--- src/hdl/ptec_pkg.sv ---
//------------------------------------------------------------------------------
// ptec_pkg
// shared constants, register indexes and types of the tot energy calibration
//------------------------------------------------------------------------------
package ptec_pkg;

	localparam int DefaultPixelCols = 256;
	localparam int DefaultPixelRows = 256;

	localparam logic [15:0] RST_DEFAULT_A = 16'd7629;
	localparam logic [19:0] RST_DEFAULT_B = 20'd8546;
	localparam logic [23:0] RST_DEFAULT_C = 24'd29072;
	localparam logic [15:0] RST_DEFAULT_T = 16'd179;

	localparam logic [2:0] REG_TOT_OFFSET  = 3'd0;
	localparam logic [2:0] REG_DEFAULT_A   = 3'd1;
	localparam logic [2:0] REG_DEFAULT_B   = 3'd2;
	localparam logic [2:0] REG_DEFAULT_C   = 3'd3;
	localparam logic [2:0] REG_DEFAULT_T   = 3'd4;
	localparam logic [2:0] REG_GLOBAL_MODE = 3'd5;

	localparam logic CMD_LOAD    = 1'b0;
	localparam logic CMD_CONVERT = 1'b1;

	localparam logic signed [17:0] E_MAX = 18'sd131071;
	localparam logic signed [17:0] E_MIN = -18'sd131072;

	// discriminant magnitude width (square of a 28-bit v plus 64*a*c)
	localparam int DW = 92;
	localparam int SW = DW / 2;
	// numerator / quotient widths for the divider
	localparam int NW = 52;
	localparam int QW = 52;

	typedef struct packed {
		logic              used_default;
		logic              invalid;
		logic [15:0]       a;
		logic signed [47:0] u;
	} ptec_job_t;

	typedef struct packed {
		logic              invalid;
		logic              used_default;
		logic signed [17:0] energy;
		logic              saturated;
	} ptec_res_t;

endpackage

--- src/hdl/ptec_engine.sv ---
//------------------------------------------------------------------------------
// ptec_engine
// iterative square root and divide for one conversion at a time
//------------------------------------------------------------------------------
module ptec_engine
	import ptec_pkg::*;
(
	input  logic                 clk,
	input  logic                 arst_n,
	input  logic                 start,
	input  ptec_job_t            job,
	input  logic [DW-1:0]        disc,
	output logic                 busy,
	output logic                 done,
	output ptec_res_t            res
);

	typedef enum logic [4:0] {
		ST_IDLE = 5'b00001,
		ST_SQRT = 5'b00010,
		ST_NUM  = 5'b00100,
		ST_DIV  = 5'b01000,
		ST_DONE = 5'b10000
	} eng_state_t;

	eng_state_t         state_q;
	logic [5:0]         cnt_q;
	ptec_job_t          job_q;
	logic [DW-1:0]      rem_q;
	logic [DW-1:0]      root_q;
	logic [DW-1:0]      bit_q;
	logic [DW-1:0]      trial;
	logic [NW-1:0]      num_q;
	logic [NW-1:0]      drem_q;
	logic [NW:0]        dtry;
	logic [QW-1:0]      quo_q;
	logic               neg_q;
	logic [16:0]        dvs;
	logic signed [48:0] n_full;
	logic [48:0]        n_mag;
	logic [NW-1:0]      num_init;
	logic signed [QW:0] q_s;
	logic signed [17:0] e_val;
	logic               e_sat;

	assign dvs    = {job_q.a, 1'b0};
	assign trial  = root_q + bit_q;
	assign dtry   = {drem_q, num_q[NW-1]};
	assign n_full = 49'(job_q.u) + 49'(signed'({1'b0, root_q[SW-1:0]}));
	assign n_mag  = n_full[48] ? 49'(-n_full) : n_full;
	// numerator of the rounded divide: |N|*16 + a
	assign num_init = NW'({n_mag, 4'b0}) + NW'(job_q.a);

	always_ff @(posedge clk or negedge arst_n) begin
		if (!arst_n) begin
			state_q <= ST_IDLE;
			cnt_q   <= '0;
		end else begin
			case (state_q)
				ST_IDLE: begin
					if (start) begin
						state_q <= job.invalid ? ST_DONE : ST_SQRT;
						cnt_q   <= 6'(SW - 1);
					end
				end
				ST_SQRT: begin
					if (cnt_q == '0) state_q <= ST_NUM;
					else cnt_q <= cnt_q - 6'd1;
				end
				ST_NUM: begin
					state_q <= ST_DIV;
					cnt_q   <= 6'(NW - 1);
				end
				ST_DIV: begin
					if (cnt_q == '0) state_q <= ST_DONE;
					else cnt_q <= cnt_q - 6'd1;
				end
				ST_DONE: state_q <= ST_IDLE;
				default: state_q <= ST_IDLE;
			endcase
		end
	end

	always_ff @(posedge clk) begin
		case (state_q)
			ST_IDLE: begin
				if (start) begin
					job_q  <= job;
					rem_q  <= disc;
					root_q <= '0;
					bit_q  <= {2'b01, {(DW-2){1'b0}}};
				end
			end
			ST_SQRT: begin
				// one root bit per cycle
				if (rem_q >= trial) begin
					rem_q  <= rem_q - trial;
					root_q <= (root_q >> 1) + bit_q;
				end else begin
					root_q <= root_q >> 1;
				end
				bit_q <= bit_q >> 2;
			end
			ST_NUM: begin
				num_q  <= num_init;
				drem_q <= '0;
				quo_q  <= '0;
				neg_q  <= n_full[48];
			end
			ST_DIV: begin
				// restoring divide by 2a, one quotient bit per cycle
				if (dtry >= (NW+1)'(dvs)) begin
					drem_q <= NW'(dtry - (NW+1)'(dvs));
					quo_q  <= {quo_q[QW-2:0], 1'b1};
				end else begin
					drem_q <= dtry[NW-1:0];
					quo_q  <= {quo_q[QW-2:0], 1'b0};
				end
				num_q <= {num_q[NW-2:0], 1'b0};
			end
			default: ;
		endcase
	end

	assign q_s = neg_q ? -signed'({1'b0, quo_q}) : signed'({1'b0, quo_q});
	always_comb begin
		e_sat = 1'b0;
		e_val = q_s[17:0];
		if (q_s > (QW+1)'(E_MAX)) begin
			e_val = E_MAX; e_sat = 1'b1;
		end else if (q_s < (QW+1)'(E_MIN)) begin
			e_val = E_MIN; e_sat = 1'b1;
		end
	end

	assign busy = (state_q != ST_IDLE);
	assign done = (state_q == ST_DONE);
	always_comb begin
		res.invalid      = job_q.invalid;
		res.used_default = job_q.used_default;
		res.energy       = job_q.invalid ? '0 : e_val;
		res.saturated    = job_q.invalid ? 1'b0 : e_sat;
	end

endmodule

--- config.mk ---
export PLATFORM = sky130hd
export DESIGN_NAME = ptec_engine
export DESIGN_NICKNAME = d
export VERILOG_FILES = /design/src/hdl/ptec_pkg.sv /design/src/hdl/ptec_engine.sv
export SDC_FILE = /design/constraint.sdc
export NUM_CORES = 2
export LEC_CHECK = 0
export BUFFER_PORTS_ARGS = -buffer_cell sky130_fd_sc_hd__buf_2
export CAP_MARGIN = 10
export CELL_PAD_IN_SITES_DETAIL_PLACEMENT = 0
export CELL_PAD_IN_SITES_GLOBAL_PLACEMENT = 1
export CORE_MARGIN = 2
export CORE_UTILIZATION = 34
export DETAILED_ROUTE_END_ITERATION = 8
export PLACE_DENSITY = 0.65
export SKIP_CTS_REPAIR_TIMING = 1
export SKIP_LAST_GASP = 1
export SYNTH_ARGS = -nofsm -noshare
export SYNTH_HDL_FRONTEND = slang
export SYNTH_SLANG_ARGS = --single-unit
--- constraint.sdc ---
create_clock -name clk -period 29.5 [get_ports clk]
set_input_delay 1.475 -clock clk [delete_from_list [all_inputs] [get_ports clk]]
set_output_delay 1.475 -clock clk [all_outputs]
set_load 0.005 [all_outputs]
; ---- Word-level counts from Yosys, hierarchy flattened
; Cells that the tools add are included.
; Widths: inputs -> output; s select.
[totals]
register_bits = 510
input_bits = 161
output_inout_bits = 23
elab_cells = 76
[op_classes]
addsub = 9
order_cmp = 4
eq_ne = 11
mux = 29
n_reduce_logical = 10
[op_table]
columns = op, n
row1 = $pmux 92 s2, 3
row2 = $mux 92, 5
row3 = $pmux 52 s2, 3
row4 = $add 91x92->92, 1
row5 = $add 92x92->92, 1
row6 = $ge 92x92->1, 1
row7 = $sub 92x92->92, 1
row8 = $mux 18, 3
row9 = $ge 53x17->1, 1
row10 = $gt 53x18->1 const B, 1
row11 = $lt 53x18->1 const B, 1
row12 = $mux 53, 1
row13 = $neg 52->53, 1
row14 = $add 52x16->52, 1
row15 = $mux 52, 1
row16 = $sub 52x17->52, 1
row17 = $add 48x47->49, 1
row18 = $mux 48, 1
row19 = $neg 48->48, 1
row20 = $mux 5, 4
row21 = $pmux 5 s4, 1
row22 = $pmux 6 s3, 1
row23 = $mux 6, 2
row24 = $ne 2x2->1 const B, 5
row25 = 14 further kinds, 21

; ---- Longest topological paths before layout
[logic_depth]
word_depth = 6
depth_mapped = 33
depth_no_buf = 33

; ---- Least setup slack after synthesis
; Ideal clock, no wire load.
[synth_path]
kind = register -> register
from = register root_q[22]
to = register rem_q[0], enable pin
setup_time_ns = 0.682
arrival_ns = 12.153
required_ns = 28.818
path_slack_ns = 16.665
path_stages_with_launch = 27
n_path_buf = 1
synth_period_minus_slack_ns = 12.835
path_cell_list = edfxtp_1 ha_1 nand4_1 or3_1 or3_1 o32a_1 nand2_1 a21oi_1 o21ai_0 a21oi_1 nor2_1 nor2_1 nor2_1 nor2_1 xor2_1 ha_1 and3_1 nand2_1 or3_1 nor4_1 nand2_1 o21a_1 o211ai_1 nand3b_1 a22o_1 clkbuf_1 a21boi_0
[synth_via]
elab_chain_cells = 4
[synth_rtl]
columns = item, line
row1 = from (decl), ptec_engine.sv:30  ; logic [DW-1:0] root_q;
row2 = from (signal assigned), ptec_engine.sv:98  ; root_q <= (root_q >> 1) + bit_q;
row3 = from (signal assigned), ptec_engine.sv:100  ; root_q <= root_q >> 1;
row4 = $add 92x92->92, ptec_engine.sv:47  ; assign trial = root_q + bit_q;
row5 = $ge 92x92->1, ptec_engine.sv:96  ; if (rem_q >= trial) begin
row6 = $ne 2x2->1 (no line), -
row7 = $reduce_and 3->1 (no line), -
row8 = to (signal assigned), ptec_engine.sv:89  ; rem_q <= disc;
row9 = to (signal assigned), ptec_engine.sv:97  ; rem_q <= rem_q - trial;
row10 = to (decl), ptec_engine.sv:29  ; logic [DW-1:0] rem_q;
; No other way between the ends.
; A chain may end at the register's enable or synchronous reset.

; ---- Final worst setup path
[layout_path]
from = register root_q[22]
to = register rem_q[7], enable pin
; The elaborated chain is that of the path after synthesis.

==> flow_summary.ini <==
[status]
run_status = complete, no violations

[pwr]
p_seq_frac = 0.207
clockPowerShare = 0.156
intPower_w = 0.00280
combPwrFrac = 0.638
p_leak_nw = 16.7
p_sw_frac = 0.478
power_density_mw_per_mm2 = 124
netSwitchingPower_w = 0.00257
peakVddDrop_v = 0.0000931

[cts]
clock_sinks = 464
cts_buffers = 66
cts_max_path_buffers = 3
clkLatencyLatePin_ns = 0.63
htreeDepth = 3
clk_pin_slew_ns = 0.06
root_buffer = clkbuf_16
cts_tree = done

[timing]
clock_skew_ns = 0.0310
worstMarginPinSlew_ns = 1.09
period_minus_slack_ns = 9.17
max_freq_mhz = 109
setup_viol_count_final = 0
hold_violations = 0
slew_headroom = 0.256
setup_tns_ns = 0
slew_viol_final = 0
post-route-period-util = 0.311
grt_setup_unrepaired = false

[final_layout]
antennaDiodeCount = 0
drive_gt1_frac = 0.0883
nets = 4899
fin_util = 0.384
area_growth_pct = 11.8
fill_cells = 11448

[global_route]
grt_pass1_wl_um = 179000
grt_pass1_vias = 31746
grt_max_degree = 110
antenna_found_initial = 1
use_met1 = 0.274
grtUsageMet3 = 0.0246
grt_use_total = 0.192
busiest_layer = met2
grt-ovfl-total = 0
use_met2 = 0.296

[synthesis]
yosysWarnings = 0
async_flop_share = 0.0237
yosysSeqAreaShare = 0.360
post_synth.cell_area_avg_um2 = 8.80
synth-edff-count = 453
netlist_area_mm2 = 0.0386
synth.distinct_cells = 98
synthFlopType = edfxtp_1
syn_inst = 4389
synth-seq-cells = 464
synth_fp_nets = 4818

[worst_setup_path]
r2r_end = rem_q[7]
start_kind = register
r2r.worst_path.cells = 24
worstPathArrival_ns = 9.43
cp_slowest_stage_delay_ns = 0.75
path_class = register to register
startpoint = root_q[22]
critPathCaptureType = register
crit_chain = ha_1, nand4_1, or3_1, or3_1, o32a_1, nand2_1, a21oi_1, o21ai_0, a21o_1, a31oi_1, a21oi_1, a31oi_1, xor2_1, ha_1, nand4_1, nor3_1, nand4_1, or3_1, and3_1, a22o_1, buf_4, a21boi_4, buf_4, buf_4
rrSetupSlack_ns = 20.33
cpMaxStageDelayCell = nor3_1
cp.required_ns = 29.76
r2r-start = root_q[22]
cp_max_fo = 53

[routing]
wl_per_cell_um = 18.8
vias_per_cell = 5.46
num_vias = 32843
wirelength_um = 113000
drt_pre_antenna_iters = 6
ant_nets = 0
drc_errors = 0
drt-initial-drc-count = 2213

[hold_path]
hold_path.startpoint = cnt_q[0]
holdPathEnd = cnt_q[0]
worstHoldPathType = register to register
min_path_cells = 1

[floorplanning]
fp.coreArea_mm2 = 0.112
rows = 123
fp.dieH_um = 341
io_pins = 184
die_area_mm2 = 0.116
start_util = 0.343
die_w_um = 341

[job]
cap_violations = 0

[placed_design]
gp_congestion = 0.853
portBuffers = 183
dpl.hpwl_um = 85200
## registers in the layout (all words and copies together) (netlist names), 2 cells and up
register  flops
cnt_q         6
dvs          16
state_q       5
quo_q        52
bit_q        46
job_q        48
num_q        52
root_q       92
res           2
rem_q        92
drem_q       52
## placed cells by master, fill, tap and decap left out, types with 47 or more instances in the layout
cell / n
or3_1: 62
nand2_1: 458
and2_1: 126
edfxtp_1: 453
o21bai_1: 58
a211oi_1: 62
nand4_1: 80
nor2_1: 392
buf_2: 183
o31ai_1: 47
nor3_1: 88
nand3_1: 90
inv_1: 111
xor2_1: 211
a21o_1: 143
o21ai_0: 339
a31oi_1: 110
ha_1: 264
clkbuf_16: 69
a21oi_1: 311
xnor2_1: 210
## worst max-delay path: cells and delay by family (launching register included)
kind            cells  cell delay [ns]
compound gates      9             2.52
xor+xnor            1             0.18
fa+ha+maj           2             1.12
buf+inv             3             1.50
flops               1             0.52
simple gates        9             2.86
## cell families (layout without fill, tap and decap cells)
family / count (synthesis) / after routing / share of synthesized area
AO/OA/AOI/OAI: 1345 / 1345 / 0.223
adder cells (fa/ha/maj): 268 / 268 / 0.0876
flip-flops: 464 / 464 / 0.360
buffers and inverters: 313 / 444 / 0.0310
AND/OR/NAND/NOR: 1554 / 1554 / 0.196
XOR/XNOR: 421 / 421 / 0.0955
multiplexers: 24 / 24 / 0.00651
## metrics by stage
stage,power [W],instances,setup WS (ns),hold WS [ns],area (um2)
finish,0.00537,6020,20.33,0.512,43100
floorplan,0.00370,4389,16.67,0.466,38600
CTS,0.00539,6020,20.13,0.510,43100
global placement,0.00453,5902,20.27,0.495,40900
global route,0.00584,6020,19.81,0.549,43100
detailed placement,0.00452,5902,20.17,0.501,40900
## final cells by class
type / count / area [um2] / area share
tap: 1500 / 1880 / 0.0435
timing repair buffer: 212 / 1130 / 0.0263
multi-input combinational: 3612 / 23600 / 0.547
inverter: 114 / 437 / 0.0101
sequential: 464 / 13900 / 0.322
clock inverter: 37 / 454 / 0.0105
clock buffer: 81 / 1780 / 0.0413
## worst max path at each step
stage	endpoint	slack, ns	cells after the start
final	rem_q[7]	20.33	24
after CTS	rem_q[74]	20.13	24
after floorplan	rem_q[0]	16.67	26
after global placement	rem_q[77]	20.27	24
after detailed placement	rem_q[77]	20.17	24
after global routing	rem_q[0]	19.81	24
## synthesized netlist by cell type, types with 36 or more instances
cell type	count	share of area
nand2_1	460	0.045
edfxtp_1	453	0.35
nor2_1	392	0.038
o21ai_0	339	0.044
a21oi_1	312	0.040
ha_1	264	0.086
xor2_1	211	0.048
xnor2_1	210	0.048
clkbuf_1	177	0.017
a21o_1	143	0.028
and2_1	126	0.020
inv_1	113	0.011
a31oi_1	110	0.018
nand3_1	90	0.012
nor3_1	88	0.011
nand4_1	80	0.013
a211oi_1	62	0.012
or3_1	62	0.010
o21bai_1	58	0.011
o31ai_1	47	0.0091
nor2b_1	37	0.0060
nor4_1	37	0.0060
o21a_1	36	0.0070
## power groups by stage
stage               sequential [W]  clock (W)  combinational, W
floorplan                  0.00107          0           0.00263
CTS                        0.00111   0.000858           0.00342
detailed placement         0.00112          0           0.00340
global route               0.00113   0.000881           0.00383
global placement           0.00112          0           0.00341
finish                     0.00111   0.000837           0.00342
## metal layers
metal  wire (um)  vias to the layer above
li1            -                    16536
met1       55500                    15484
met2       49100                      680
met3        4700                      143
met4        3850                        0
met5           0                        -
Power figures use the tool's default switching activity.
